File: src/rtl/core/branch_direction_predictor_defines.svh
// assertion macros shared by the predictor modules
`ifndef BRANCH_DIRECTION_PREDICTOR_DEFINES_SVH
`define BRANCH_DIRECTION_PREDICTOR_DEFINES_SVH

// condition implies consequence in the same cycle
`define BDP_ASSERT_SAME(lbl, clk, rst_n, ante, cons, msg) \
	lbl: assert property (@(posedge clk) disable iff (!rst_n) (ante) |-> (cons)) \
		else $error(msg);

// condition implies consequence in the next cycle
`define BDP_ASSERT_NEXT(lbl, clk, rst_n, ante, cons, msg) \
	lbl: assert property (@(posedge clk) disable iff (!rst_n) (ante) |=> (cons)) \
		else $error(msg);

`endif

File: src/rtl/core/bdp_pkg.sv
package bdp_pkg;

	localparam int INDEX_BITS_DEF   = 14;
	localparam int HISTORY_BITS_DEF = 16;

	localparam logic [31:0] FIB_MULT = 32'd2654435769;

	typedef logic [2:0] counter_t;

	localparam counter_t CNT_UNTOUCHED  = 3'd0;
	localparam counter_t CNT_MIN        = 3'd1;
	localparam counter_t CNT_WEAK_TAKEN = 3'd3;
	localparam counter_t CNT_MAX        = 3'd4;

	typedef enum logic [1:0] {
		MODE_BIMODAL = 2'd0,
		MODE_GSELECT = 2'd1,
		MODE_GSHARE  = 2'd2,
		MODE_NONE    = 2'd3
	} mode_t;

endpackage

File: src/rtl/core/bdp_index.sv
module bdp_index #(
	parameter int INDEX_BITS   = bdp_pkg::INDEX_BITS_DEF,
	parameter int HISTORY_BITS = bdp_pkg::HISTORY_BITS_DEF
) (
	input  logic [31:0]             branch_address,
	input  logic [HISTORY_BITS-1:0] hist,
	input  bdp_pkg::mode_t          mode,
	output logic [INDEX_BITS+1:0]   slot,
	output logic                    use_table
);

	localparam int LOW_BITS = 32 - HISTORY_BITS;
	localparam logic [31:0] ADDR_MASK = (HISTORY_BITS == 32) ? 32'h0 :
		((32'h1 << LOW_BITS) - 32'h1);

	logic [31:0]           hist_ext;
	logic [31:0]           gsel_key;
	logic [31:0]           hash_key;
	logic [31:0]           prod;
	logic [31:0]           share_key;
	logic [INDEX_BITS-1:0] idx;

	assign hist_ext  = 32'(hist);
	assign gsel_key  = (hist_ext << LOW_BITS) | (branch_address & ADDR_MASK);
	assign hash_key  = (mode == bdp_pkg::MODE_GSELECT) ? gsel_key : branch_address;
	// fibonacci hash, top bits of the low product word
	assign prod      = hash_key * bdp_pkg::FIB_MULT;
	assign share_key = branch_address ^ hist_ext;

	always_comb begin
		unique case (mode) inside
			bdp_pkg::MODE_BIMODAL,
			bdp_pkg::MODE_GSELECT: idx = prod[31 -: INDEX_BITS];
			bdp_pkg::MODE_GSHARE:  idx = share_key[INDEX_BITS-1:0];
			default:               idx = '0;
		endcase
	end

	assign slot      = {mode, idx};
	assign use_table = (mode != bdp_pkg::MODE_NONE);

endmodule

File: config.mk
export PLATFORM = sky130hd
export DESIGN_NAME = bdp_index
export DESIGN_NICKNAME = d
export VERILOG_FILES = /design/src/rtl/core/branch_direction_predictor_defines.svh /design/src/rtl/core/bdp_pkg.sv /design/src/rtl/core/bdp_index.sv
export SDC_FILE = /design/constraint.sdc
export NUM_CORES = 1
export LEC_CHECK = 0
export BUFFER_PORTS_ARGS = -buffer_cell sky130_fd_sc_hd__buf_2
export CAP_MARGIN = 20
export CORE_ASPECT_RATIO = 1.75
export CORE_MARGIN = 2
export CORE_UTILIZATION = 50
export DETAILED_ROUTE_END_ITERATION = 12
export GPL_ROUTABILITY_DRIVEN = 0
export PLACE_DENSITY = 0.68
export SLEW_MARGIN = 20
export SYNTH_ARGS = -nofsm -noshare
export SYNTH_HDL_FRONTEND = slang
export SYNTH_SLANG_ARGS = --single-unit
File: constraint.sdc
create_clock -name vclk -period 22.6
set_clock_uncertainty 0.1 [all_clocks]
set_input_delay 1.13 -clock vclk [all_inputs]
set_output_delay 1.13 -clock vclk [all_outputs]
set_load 0.01 [all_outputs]
==> results of run 1 <==
[synthesized netlist by cell type (7+ instances only)]
library cell  number  area [um^2]
a21o_1             7         52.6
o211ai_1           8         60.1
xnor2_1           49          429
xor2_1            11         96.3
fa_1             228         4560
ha_1             200         2500
mux2i_1            8         80.1
inv_1            306         1150
mux2_2             9          101
a21oi_1           17         85.1
nand2_1            8         30.0
[stage by stage]
stage | std cells | util [%] | hold WS [ns] | area, um^2 | setup WS [ns]
3_3_place_gp | 1239 | 54.2 | 2.43 | 10400 | 12.99
6_report | 1239 | 54.2 | 2.43 | 10400 | 12.90
2_1_floorplan | 937 | - | 2.23 | 9760 | 13.38
5_1_grt | 1239 | 54.2 | 2.44 | 10400 | 12.55
3_5_place_dp | 1239 | 54.2 | 2.43 | 10400 | 12.92
4_1_cts | 1239 | 54.2 | 2.43 | 10400 | 12.91
[cells by family after synthesis]
group	after synthesis	share of synthesized area, %
buffers and inverters	313	12.2
adder cells (fa/ha/maj)	428	72.4
multiplexers	17	1.86
AND/OR/NAND/NOR	45	2.51
AO/OA/AOI/OAI	73	5.37
XOR/XNOR	61	5.62
[area by class of cell]
| class | count | share of cell area [%] |
|---|---|---|
| inverter | 306 | 11.1 |
| timing repair buffer | 68 | 3.31 |
| tap | 241 | 2.91 |
| multi-input combinational | 624 | 82.7 |
[how the worst max path moves through the flow]
stage	startpoint	endpoint	cells after the start
2_1_floorplan	mode[0]	slot[13]	25
3_3_place_gp	mode[1]	slot[13]	26
3_5_place_dp	mode[1]	slot[13]	26
4_1_cts	mode[1]	slot[13]	26
5_1_grt	mode[1]	slot[13]	26
6_report	mode[1]	slot[13]	26
[worst max-delay path: stages]
cell and delay (ns):
buf_2 0.24, nor2b_2 0.15, buf_4 0.28, mux2i_1 0.39, inv_1 0.27, fa_1 0.54, inv_1 0.05, fa_1 0.50
inv_1 0.07, fa_1 0.51, fa_1 0.52, inv_1 0.05, fa_1 0.49, fa_1 0.50, inv_1 0.05, fa_1 0.51
fa_1 0.42, ha_1 0.33, and3_1 0.25, o211ai_1 0.13, nor2_1 0.05, and3_1 0.19, a2111oi_2 0.39, xnor2_1 0.12
o22ai_1 0.16, buf_2 0.17
[metal layers]
layer | vias to the layer above | part of all wire, %
li1 | 3006 | -
met1 | 3472 | 32
met2 | 210 | 55
met3 | 97 | 2.5
met4 | 0 | 11
met5 | - | 0
==> summary.txt, run 1 <==
STA
  • Slew Viols, Final: 0
  • Worst slew pin tran: around 0.65 ns
  • Setup-failing EPs final: 0
  • Slew HR: 55.3%
  • Setup TNS Final: 0 ns
  • Unrepaired setup endpoints after global routing: false
  • Crit path time final: a little under 10 ns
  • Final Cycle Share: between 40% and 50%
  • Max Fclk: 0.103 GHz
  • Fin. Hold Viols: 0

Finish
  • FFs & Latches: 0
  • Filler cell count: 1,760
  • Ant. Diodes: 0
  • Area occupied by multi-input gates: roughly 8600 um^2
  • Layout cell share with drive strength beyond 1: 8.32%
  • Clock buffers: 0
  • Area growth, synth to finish: 6.21%
  • Most frequent cells in the layout: inv_1, fa_1, ha_1, buf_2, xnor2_1
  • Fin nets: 1,478
  • FF/Latch Area: 0 um^2
  • Most common cell after layout, fill and taps aside: inv_1

Floorplanning
  • Chip Width: 110 um
  • Starting Density: 51.0%
  • Die area: 20,700 um^2
  • Die height: 189 um
  • # rows: between 60 and 70
  • Core area: 19,100 um^2
  • # IOs: 67

Global routing
  • Initial antenna violation count: 0
  • GR Overflow Total: 0
  • GRT Total Usage: 28.8%
  • First-pass GRT wire length: 43.0 mm
  • Vias in the first global route: 7,879
  • Met1 Use GR: between 20 and 30%
  • Met3 Track Usage GR: around 1.2%
  • Busiest grt layer: met2
  • Met2 GRT Util: 54.1%
  • Pin count of the biggest net entering global routing: 26

Run status
  • Status: finished clean

CTS
  • Post-CTS Resized: 0
  • Cts hold-fix bufs: 0
  • Post-CTS Setup Inserts: 0

Hold path
  • WHS Path Cells: 2
  • Hold endpoint: slot[14]
  • HP Start: mode[0]
  • Min-delay worst type: input pin to primary output

Synthesis
  • Mapped Area: 9760 um^2
  • Synthesized area per cell: 10.4 um^2
  • Yosys warns: 0
  • Synthesized instance count: 937
  • Synth Net Count: 1,415
  • Yosys cell types: 50
  • Register area share after synthesis: 0%

Critical path
  • Crit path kind: input pin to primary output
  • Setup crit end kind: primary output
  • Worst Path Max Fanout: 25
  • Critical Path Source Type: input pin
  • Worst path arrival time: about 8.5 ns
  • WP data required: 21.37 ns

Placed design
  • DP HPWL: 26.0 mm
  • # port buffers: 67

Routing
  • Drt wl/cell: 22.4 um
  • 1st-pass router iterations: 4
  • WL final: 27.7 mm
  • Post-route ant nets: 0
  • Drt drc: 0
  • DR vias: 6,785
  • Detailed Route Iter0 Violations: 257
  • Mean number of vias per cell: 5.48

Job
  • Max cap viols: 0
Power of run 1 is left out: the tool's default activity adds up to more than one toggle a clock period on the data nets, which glitch-free logic cannot reach.
==> run 2, diff against run 1 <==
ABC_AREA = 1   (was unset)
clock period = 9.6 ns   (was 22.6 ns; I/O delays follow)
==> run 2 against run 1 <==
  * First-iteration DRC count is 51% higher
  * Hold slack got worse by 1.3 ns
  * Global-route usage decreased by 0.31 points
  * Critical endpoint is now slot[11]
  * Highest routed layer unchanged
==> summary.txt, run 2 <==
Synthesis
  • Synth Net Count: 1,642 (was 1,415)
  • Yosys top cell by area: fa_1 (unchanged)
  • Synth top cells by count: inv_1, fa_1, ha_1 (unchanged)
  • Synth area leaders: fa_1, ha_1, inv_1 (unchanged)
  • Synthesized area per cell: 8.87 um^2 (was 10.4 um^2)
  • Register area share after synthesis: 0% (unchanged)
  • Mapped Area: 10,300 um^2 (was 9760 um^2)
  • Yosys warns: 0 (unchanged)
  • Share of the synthesized area in the top cell type: 44.2% (was 46.8%)
  • Yosys cell types: 40 (was 50)
  • Synthesized instance count: 1,164 (was 937)
  • Most frequent cell after synthesis: inv_1 (unchanged)

Critical path
  • Setup crit end kind: primary output (unchanged)
  • Worst path arrival time: 8.03 ns (was 8.47 ns)
  • Top cell by count, worst path: fa_1 (unchanged)
  • Crit path kind: input pin to primary output (unchanged)
  • Critical Path Source Type: input pin (unchanged)
  • CP max stage delay: 0.72 ns (was 0.54 ns)
  • WP data required: 9.02 ns (was 21.37 ns)
  • Worst Path Max Fanout: 25 (unchanged)
  • CP max-delay cell: o21ai_0 (was fa_1)

Floorplanning
  • Core area: 20,300 um^2 (was 19,100 um^2)
  • Chip Width: 113 um (was 110 um)
  • # rows: 69 (was 67)
  • # IOs: 67 (unchanged)
  • Die height: 194 um (was 189 um)
  • Die area: 21,900 um^2 (was 20,700 um^2)
  • Starting Density: 50.9% (was 51.0%)

Routing
  • Post-route ant nets: 0 (unchanged)
  • DR vias: 7,795 (was 6,785)
  • Drt drc: 0 (unchanged)
  • Detailed Route Iter0 Violations: 387 (was 257)
  • 1st-pass router iterations: 5 (was 4)
  • Drt wl/cell: 20.8 um (was 22.4 um)
  • Mean number of vias per cell: 5.30 (was 5.48)
  • WL final: 30.6 mm (was 27.7 mm)

Finish
  • Most frequent cells in the layout: inv_1, fa_1, ha_1, nand2_1, buf_2 (was inv_1, fa_1, ha_1, buf_2, xnor2_1)
  • FFs & Latches: 0 (unchanged)
  • Clock buffers: 0 (unchanged)
  • Most common cell after layout, fill and taps aside: inv_1 (unchanged)
  • Area growth, synth to finish: 5.62% (was 6.21%)
  • Fin nets: 1,704 (was 1,478)
  • Ant. Diodes: 0 (unchanged)
  • FF/Latch Area: 0 um^2 (unchanged)
  • Layout cell share with drive strength beyond 1: 7.68% (was 8.32%)
  • Final core utilization: 53.8% (was 54.2%)

STA
  • Setup-failing EPs final: 0 (unchanged)
  • Unrepaired setup endpoints after global routing: false (unchanged)
  • Final Cycle Share: 89.7%
  • Crit path time final: 8.61 ns
  • Fin. Hold Viols: 0 (unchanged)
  • Slew Viols, Final: 0 (unchanged)
  • Worst slew pin tran: 0.835 ns (was 0.654 ns)
  • Slew HR: 43.7% (was 55.3%)
  • Max Fclk: 0.116 GHz
  • Setup WS post-layout: 0.991 ns (was 12.90 ns)
  • Setup TNS Final: 0 ns (unchanged)
  • Fin Hold WS: 1.15 ns (was 2.43 ns)

Placed design
  • DP HPWL: 28.3 mm (was 26.0 mm)
  • Setup Slack @ Placement: 1.13 ns (was 12.92 ns)
  • # port buffers: 67 (unchanged)

Run status
  • Status: finished clean (unchanged)

Global routing
  • Pin count of the biggest net entering global routing: 26 (unchanged)
  • Vias in the first global route: 8,511 (was 7,879)
  • First-pass GRT wire length: 46.6 mm (was 43.0 mm)
  • Initial antenna violation count: 0 (unchanged)
  • GR Overflow Total: 0 (unchanged)
  • GRT Total Usage: 28.5% (was 28.8%)

CTS
  • Cts hold-fix bufs: 0 (unchanged)
  • Post-CTS Setup Inserts: 0 (unchanged)
  • Post-CTS Resized: 0 (unchanged)

Hold path
  • WHS Path Cells: 2 (unchanged)
  • HP Start: mode[0] (unchanged)
  • Min-delay worst type: input pin to primary output (unchanged)
  • Hold endpoint: slot[14] (unchanged)

Job
  • Max cap viols: 0 (unchanged)
[run 2: cell count changes after synthesis, moves of 25 or more]
cell / before / now
inv_1: 306 / 353
nand2_1: 8 / 153
xnor2_1: 49 / 11
nor2_1: 6 / 33
a21oi_1: 17 / 42
o21ai_0: 6 / 46
[run 2: kinds of logic after synthesis]
group,Yosys count,synth area share [%]
mux,1,0.0969
xor+xnor,22,1.94
buf+inv,362,13.6
fa+ha+maj,428,68.4
compound gates,111,5.95
simple gates,240,9.97
[run 2: layout make-up]
cell class,count,area [um^2]
inverters,355,1340
repair buffers,67,335
fillers,1862,9380
multi-input cells,802,8920
well taps,248,310
[run 2: metrics by stage]
stage	cell area [um^2]	instances
floorplan	10300	1164
global placement	10900	1472
detailed placement	10900	1472
CTS	10900	1472
global route	10900	1472
finish	10900	1472
[run 2: worst max-delay path by stage]
stage	start	to	slack, ns	cells past startpoint
floorplan	mode[1]	slot[12]	2.10	26
global placement	mode[1]	slot[11]	1.26	27
detailed placement	mode[1]	slot[11]	1.13	27
CTS	mode[1]	slot[11]	1.12	27
global route	mode[1]	slot[11]	0.77	27
finish	mode[1]	slot[11]	0.99	27
[run 2: critical path: cells and delay by family]
family / cells / cell delay [ns]
fa+ha+maj: 9 / 4.41
compound gates: 2 / 0.98
simple gates: 8 / 1.02
buf+inv: 8 / 1.12
[run 2: layer usage]
metal | share of wire (%) | wire length, um | up-vias | track usage (%)
li1 | - | - | 3629 | -
met1 | 32 | 9780 | 3763 | 28.6
met2 | 54 | 16600 | 278 | 53.9
met3 | 3.4 | 1040 | 125 | 1.28
met4 | 10 | 3210 | 0 | 21.4
met5 | 0 | 0 | - | 0
Power of run 2 is left out for the same reason.
